## src/lpfd_pkg.sv

```systemverilog
`timescale 1ns / 1ps

package lpfd_pkg;

   typedef enum logic [2:0] {
      PH_OVL     = 3'd0,
      PH_TYPE    = 3'd1,
      PH_PLEN    = 3'd2,
      PH_PAYLOAD = 3'd3,
      PH_CRC     = 3'd4,
      PH_SKIP    = 3'd5
   } phase_type;

   localparam logic        KIND_DATA   = 1'b0;
   localparam logic        KIND_STATUS = 1'b1;

   localparam logic [1:0]  STAT_OK      = 2'd0;
   localparam logic [1:0]  STAT_CRC_ERR = 2'd1;
   localparam logic [1:0]  STAT_LEN_ERR = 2'd2;

   localparam logic [31:0] OVL_BYTES      = 32'd4;
   localparam logic [31:0] TYPE_END_BYTES = 32'd6;
   localparam logic [31:0] HDR_BYTES      = 32'd10;
   localparam logic [31:0] FRAME_OVERHEAD = 32'd12;
   localparam logic [15:0] CRC_INIT       = 16'hFFFF;
   localparam logic [15:0] CRC_POLY       = 16'h8408;

   typedef struct packed {
      logic              valid;
      logic              kind;
      logic [7:0]        data;
      logic signed [15:0] frame_type;
      logic [1:0]        status;
   } result_type;

   function automatic logic [15:0] crc_x25_byte(input logic [15:0] crc,
                                                input logic [7:0] data);
      logic [15:0] c;
      c = crc ^ {8'd0, data};
      for (int i = 0; i < 8; i++) begin
         if (c[0]) begin
            c = (c >> 1) ^ CRC_POLY;
         end else begin
            c = c >> 1;
         end
      end
      return c;
   endfunction

endpackage

```

## src/lpfd_parser.sv

```systemverilog
`timescale 1ns / 1ps

module lpfd_parser (
   input  logic                 clock,
   input  logic                 reset,
   input  logic                 take,
   input  logic [7:0]           in_byte,
   output lpfd_pkg::result_type result
);
   import lpfd_pkg::*;

   phase_type   phase_ff, phase_in;
   logic [31:0] count_ff, count_in;
   logic [31:0] ovl_ff, ovl_in;
   logic [31:0] plen_ff, plen_in;
   logic [15:0] type_ff, type_in;
   logic [15:0] crc_ff, crc_in;
   logic [15:0] rx_crc_ff, rx_crc_in;

   logic [31:0] cnt_inc;
   logic [31:0] plen_shift;
   logic [15:0] rx_crc_shift;
   logic        hdr_done;
   logic        fits;
   logic        payload_done;
   logic        crc_done;
   logic        crc_match;
   logic        skip_more;
   logic        skip_done;
   logic        restart;

   assign cnt_inc      = count_ff + 32'd1;
   assign plen_shift   = {plen_ff[23:0], in_byte};
   assign rx_crc_shift = {rx_crc_ff[7:0], in_byte};
   assign hdr_done     = cnt_inc >= HDR_BYTES;
   assign fits         = !ovl_ff[31] && (ovl_ff >= FRAME_OVERHEAD) && !plen_shift[31]
                         && (plen_shift <= (ovl_ff - FRAME_OVERHEAD));
   assign payload_done = cnt_inc >= (HDR_BYTES + plen_ff);
   assign crc_done     = cnt_inc >= (FRAME_OVERHEAD + plen_ff);
   assign crc_match    = (crc_ff ^ CRC_INIT) == rx_crc_shift;
   assign skip_more    = !ovl_ff[31] && (cnt_inc < ovl_ff);
   assign skip_done    = cnt_inc >= ovl_ff;

   always_comb begin
      phase_in = phase_ff;
      unique case (phase_ff)
         PH_OVL: begin
            if (cnt_inc >= OVL_BYTES) phase_in = PH_TYPE;
         end
         PH_TYPE: begin
            if (cnt_inc >= TYPE_END_BYTES) phase_in = PH_PLEN;
         end
         PH_PLEN: begin
            if (hdr_done) begin
               if (!fits) begin
                  phase_in = skip_more ? PH_SKIP : PH_OVL;
               end else begin
                  phase_in = (plen_shift == 32'd0) ? PH_CRC : PH_PAYLOAD;
               end
            end
         end
         PH_PAYLOAD: begin
            if (payload_done) phase_in = PH_CRC;
         end
         PH_CRC: begin
            if (crc_done) phase_in = skip_more ? PH_SKIP : PH_OVL;
         end
         PH_SKIP: begin
            if (skip_done) phase_in = PH_OVL;
         end
         default: begin
            phase_in = PH_OVL;
         end
      endcase
   end

   assign restart = (phase_in == PH_OVL) && (phase_ff != PH_OVL);

   always_comb begin
      ovl_in    = ovl_ff;
      plen_in   = plen_ff;
      type_in   = type_ff;
      crc_in    = crc_ff;
      rx_crc_in = rx_crc_ff;
      result    = '0;
      unique case (phase_ff)
         PH_OVL: begin
            ovl_in = {ovl_ff[23:0], in_byte};
         end
         PH_TYPE: begin
            type_in = {type_ff[7:0], in_byte};
         end
         PH_PLEN: begin
            plen_in = plen_shift;
            if (hdr_done && !fits) begin
               result.valid      = 1'b1;
               result.kind       = KIND_STATUS;
               result.frame_type = type_ff;
               result.status     = STAT_LEN_ERR;
            end
         end
         PH_PAYLOAD: begin
            crc_in       = crc_x25_byte(crc_ff, in_byte);
            result.valid = 1'b1;
            result.kind  = KIND_DATA;
            result.data  = in_byte;
         end
         PH_CRC: begin
            rx_crc_in = rx_crc_shift;
            if (crc_done) begin
               result.valid      = 1'b1;
               result.kind       = KIND_STATUS;
               result.frame_type = type_ff;
               result.status     = crc_match ? STAT_OK : STAT_CRC_ERR;
            end
         end
         default: begin
         end
      endcase
      count_in = cnt_inc;
      if (restart) begin
         count_in = 32'd0;
         crc_in   = CRC_INIT;
      end
   end

   always_ff @(posedge clock) begin
      if (reset) begin
         phase_ff  <= PH_OVL;
         count_ff  <= 32'd0;
         ovl_ff    <= 32'd0;
         plen_ff   <= 32'd0;
         type_ff   <= 16'd0;
         crc_ff    <= CRC_INIT;
         rx_crc_ff <= 16'd0;
      end else if (take) begin
         phase_ff  <= phase_in;
         count_ff  <= count_in;
         ovl_ff    <= ovl_in;
         plen_ff   <= plen_in;
         type_ff   <= type_in;
         crc_ff    <= crc_in;
         rx_crc_ff <= rx_crc_in;
      end
   end

endmodule

```

## src/lpfd_out_reg.sv

```systemverilog
`timescale 1ns / 1ps

module lpfd_out_reg (
   input  logic                 clock,
   input  logic                 reset,
   input  logic                 load,
   input  lpfd_pkg::result_type result,
   output logic                 in_ready,
   input  logic                 out_ready,
   output logic                 out_valid,
   output logic                 out_kind,
   output logic [7:0]           out_byte,
   output logic signed [15:0]   out_frame_type,
   output logic [1:0]           out_frame_status
);
   import lpfd_pkg::*;

   logic               valid_ff;
   logic               kind_ff;
   logic [7:0]         byte_ff;
   logic signed [15:0] type_ff;
   logic [1:0]         status_ff;

   assign in_ready = !valid_ff || out_ready;

   always_ff @(posedge clock) begin
      if (reset) begin
         valid_ff <= 1'b0;
      end else if (load) begin
         valid_ff <= result.valid;
      end else if (out_ready) begin
         valid_ff <= 1'b0;
      end
   end

   always_ff @(posedge clock) begin
      if (load && result.valid) begin
         kind_ff   <= result.kind;
         byte_ff   <= result.data;
         type_ff   <= result.frame_type;
         status_ff <= result.status;
      end
   end

   assign out_valid        = valid_ff;
   assign out_kind         = kind_ff;
   assign out_byte         = byte_ff;
   assign out_frame_type   = type_ff;
   assign out_frame_status = status_ff;

endmodule

```

## src/length_prefixed_frame_deframer.sv

```systemverilog
`timescale 1ns / 1ps
// A result is registered and appears on the rsp_ side in the cycle after its byte transfer.
// Throughput: one byte per cycle while rsp_ready does not hold a result back; the parser
// state and the bytewise CRC update are computed combinationally, and the result register
// takes a new result while the old one is being taken.
// Reset: synchronous, active high; parser returns to awaiting the overall length.

module length_prefixed_frame_deframer (
   input  logic               clock,
   input  logic               reset,
   input  logic               req_valid,
   output logic               req_ready,
   input  logic [7:0]         req_in_byte,
   output logic               rsp_valid,
   input  logic               rsp_ready,
   output logic               rsp_out_kind,
   output logic [7:0]         rsp_out_byte,
   output logic signed [15:0] rsp_frame_type,
   output logic [1:0]         rsp_frame_status
);
   import lpfd_pkg::*;

   result_type result;
   logic       take;

   assign take = req_valid && req_ready;

   lpfd_parser u_parser (
      .clock   (clock),
      .reset   (reset),
      .take    (take),
      .in_byte (req_in_byte),
      .result  (result)
   );

   lpfd_out_reg u_out_reg (
      .clock            (clock),
      .reset            (reset),
      .load             (take),
      .result           (result),
      .in_ready         (req_ready),
      .out_ready        (rsp_ready),
      .out_valid        (rsp_valid),
      .out_kind         (rsp_out_kind),
      .out_byte         (rsp_out_byte),
      .out_frame_type   (rsp_frame_type),
      .out_frame_status (rsp_frame_status)
   );

endmodule

```

## config.mk

```make
export PLATFORM = sky130hd
export DESIGN_NAME = length_prefixed_frame_deframer
export DESIGN_NICKNAME = d
export VERILOG_FILES = /design/src/lpfd_pkg.sv /design/src/lpfd_parser.sv /design/src/lpfd_out_reg.sv /design/src/length_prefixed_frame_deframer.sv
export SDC_FILE = /design/constraint.sdc
export NUM_CORES = 1
export LEC_CHECK = 0
export ABC_CLOCK_PERIOD_IN_PS = 6800
export BUFFER_PORTS_ARGS = -buffer_cell sky130_fd_sc_hd__buf_4
export CAP_MARGIN = 20
export CORE_MARGIN = 4
export CORE_UTILIZATION = 55
export CTS_CLUSTER_DIAMETER = 60
export DETAILED_ROUTE_END_ITERATION = 6
export PLACE_DENSITY_LB_ADDON = 0.3
export RECOVER_POWER = 25
export SLEW_MARGIN = 20
export SYNTH_ARGS = -nofsm -noshare
export SYNTH_HDL_FRONTEND = slang
export SYNTH_SLANG_ARGS = --single-unit
export TNS_END_PERCENT = 10
```

## constraint.sdc

```tcl
create_clock -name clock -period 6.8 [get_ports clock]
set_input_delay 0.68 -clock clock [delete_from_list [all_inputs] [get_ports clock]]
set_output_delay 0.68 -clock clock [all_outputs]
set_load 0.02 [all_outputs]
```

==> qor.yml <==
outcome:
  outcome: "complete, but fails checks"
  violations: "max-capacitance violations, max-slew violations"
clocking:
  cts.clk_slew.worst_paths_ns: 0.08
  cts_tree: "built"
  cts-buffers-inserted: 17
  ctsHoldBuffers: 0
  cts_max_level: 4
  cts_setup_buffers: 0
  clockRootBuffer: "clkbuf_16"
  clock_path_buffers: 2
  clock_latency_ns: 0.45
  ctsResizeCount: 0
  cts.sinks: 167
global_routing:
  grt_antenna_before_repair: 0
  grt_overflow: 0
  grt_util_all_layers: 0.286
  grt_max_degree: 69
  grt_pass1_vias: 10800
  grt_pass1_wl_mm: 57.0
routing:
  vias: 11500
  drtIter0Drc: 1109
  firstDrtPassIters: 5
  ant_nets: 0
  detail_route.wirelength_mm: 35.5
  routedWlPerCell_um: 18.8
  via_per_inst: 6.10
  drc: 0
synthesis:
  synthMostInstantiatedCell: "nand2_1"
  synth_cells: 1621
  ys_seq_area_frac: 0.290
  synth_edf_count: 27
  synth_flop_cell: "dfxtp_1"
  synth_top_area_cell: "dfxtp_1"
  synth_cell_types: 69
  synth_common_cells: "nand2_1, a21oi_1, dfxtp_1"
  async_flop_share: 0
  ys_warn_count: 0
  syn_area_sq_um: 12500
  synth_top_cell_area_share: 0.225
  ys_top_cells_by_area: "dfxtp_1, ha_1, nand2_1, a21oi_1, edfxtp_1"
  synthesis.nets: 1767
  ys_seq_elements: 167
  synth_area_per_cell_sq_um: 7.68
final_layout:
  layout.cells.non_filler: 1885
  num-fill-cells: 1992
  nets: 1738
  drive_gt1_frac: 0.0492
  area_growth_pct: 7.21
  diodes: 0
run:
  maxCapViolCount: 2
timing:
  fmaxAchievable_ghz: 0.162
  setup_viol: 0
  timing.final.ws_setup_ns: 0.631
  tightest_slew_ns: 2.23
  hold_viol_final: 0
  maxSlewViolCount: 51
  slew_headroom: -0.485
  rsz0062_at_grt: "no"
  fin_worst_skew_ns: 0.0135
  final.setup.tns_ns: 0
  min_period_ns: 6.17
  post-route-period-util: 0.907
floorplanning:
  coreArea_sq_um: 22000
  rows: 54
  die_w_um: 158
  initial_core_util: 0.565
  die_y_um: 158
  die_area_sq_um: 25100
  ios: 41
critical_path:
  cp_max_fo: 16
  path_class: "register to register"
  cp_cell_sequence: "or4_1, nor2_1, o21ai_0, nor3_1, nand2_1, nor3_1, nand2_1, nor4_1, xnor2_1, ha_1, a21o_1, a221o_1, a221oi_1, o21ai_0, a21oi_1, nand3b_1, a221oi_2, nor4_4, a31oi_2, nor2b_1, o21ai_1"
  critPathArrivalTime_ns: 6.47
  worst_path_max_delay_cell: "or4_1"
  cp-end-kind: "register"
  max_stage_delay_ns: 0.64
  critPathRequiredTime_ns: 7.10
  critPathLaunchType: "register"
power_and_ir_drop:
  p_total_uw: 2430
  ir_drop_uv: 132
  power_leakage_uw: 0.00496
  power_density_nw_per_um2: 182
placement:
  hpwl_mm: 25.8
  placed_cells: 1852
  gp_congestion: 0.972
  dp_slack_ns: 0.743
  io_buffers: 40
worst_hold_path:
  hold_class: "register to register"
[report_power, final]
group / internal [uW] / switching [uW]
logic: 137 / 225
clock network: 512 / 521
registers: 1010 / 23.5
total: 1660 / 769
[state kept, by name, indices dropped and copies added, names as in the netlist]
register / cells
u_out_reg.out_byte: 8
u_parser.type_ff: 16
u_parser.plen_ff: 32
u_parser.ovl_ff: 32
u_out_reg.out_kind: 1
u_parser.crc_ff: 16
u_parser.count_ff: 32
u_parser.phase_ff: 3
u_out_reg.out_valid: 1
u_out_reg.out_frame_type: 16
u_parser.rx_crc_ff: 8
u_out_reg.out_frame_status: 2
[routing by layer]
layer / vias up / GRT usage / wire, um / part of all wire
li1: 5621 / - / - / -
met2: 385 / 0.457 / 16400 / 0.46
met3: 88 / 0.0470 / 2010 / 0.057
met1: 5405 / 0.380 / 15600 / 0.44
met5: - / 0 / 0 / 0
met4: 0 / 0.132 / 1510 / 0.043
[metrics by stage]
step | area (sq um) | hold slack [ns] | utilization
floorplan | 12500 | 0.432 | -
global placement | 12800 | 0.438 | 0.582
detailed placement | 12800 | 0.442 | 0.582
CTS | 13400 | 0.454 | 0.610
global route | 13400 | 0.469 | 0.606
finish | 13400 | 0.452 | 0.606
[cells in the final DEF, fill, tap and decap left out, drive strengths merged, types with 4 or more instances in the layout]
master    n
and4      9
a22oi     4
nand2   288
o22ai    13
a221oi    5
nor3b     5
and3     12
a21oi   172
a21o     14
a211oi    8
nor2b    37
xor2     58
ha      134
o21ai    64
nor3     53
dfxtp   140
clkbuf   48
or4       7
buf      25
a31oi    10
inv      71
or3       4
edfxtp   27
nand3    65
nand2b    5
and2     20
nand4    45
o211ai    7
nor4     32
xnor2    92
clkinv    7
nor2     83
[critical path, delay by kind of cell, from the launching register on]
family,cells,cell delay (ns)
AOI/OAI and AO/OA,9,2.57
xor gates and xnor gates,1,0.16
adders and majority gates,1,0.26
DFF,1,0.38
and+or+nand+nor,10,2.62
[logic make-up after synthesis]
family / count (synthesis) / synth area share
simple gates: 675 / 0.264
compound gates: 327 / 0.152
buf+inv: 167 / 0.0525
flops: 167 / 0.290
xor+xnor: 150 / 0.105
fa+ha+maj: 134 / 0.135
mux: 1 / 0.000804
[path summary, 6_finish.rpt]
kind	start	end	slack [ns]	cells past startpoint
worst max-delay path	u_parser.ovl_ff[4]$_SDFFE_PP0P_	u_parser.crc_ff[7]$_SDFFE_PP1P_	0.63	21
worst min-delay path	u_parser.type_ff[14]$_SDFFE_PP0P_	u_parser.type_ff[14]$_SDFFE_PP0P_	0.45	2
worst max register to register	u_parser.ovl_ff[4]$_SDFFE_PP0P_	u_parser.crc_ff[7]$_SDFFE_PP1P_	0.63	21
worst min register to register	u_parser.type_ff[14]$_SDFFE_PP0P_	u_parser.type_ff[14]$_SDFFE_PP0P_	0.45	2
[layout make-up]
cell class	count	area, sq um	area share
Clock buffer	17	425	0.0319
Clock inverter	15	209	0.0156
Inverter	63	236	0.0177
Multi-Input combinational cell	1287	8200	0.614
Sequential cell	167	3610	0.271
Tap cell	280	350	0.0262
Timing Repair Buffer	56	324	0.0243
No activity file was read; power rests on OpenSTA's default activity.
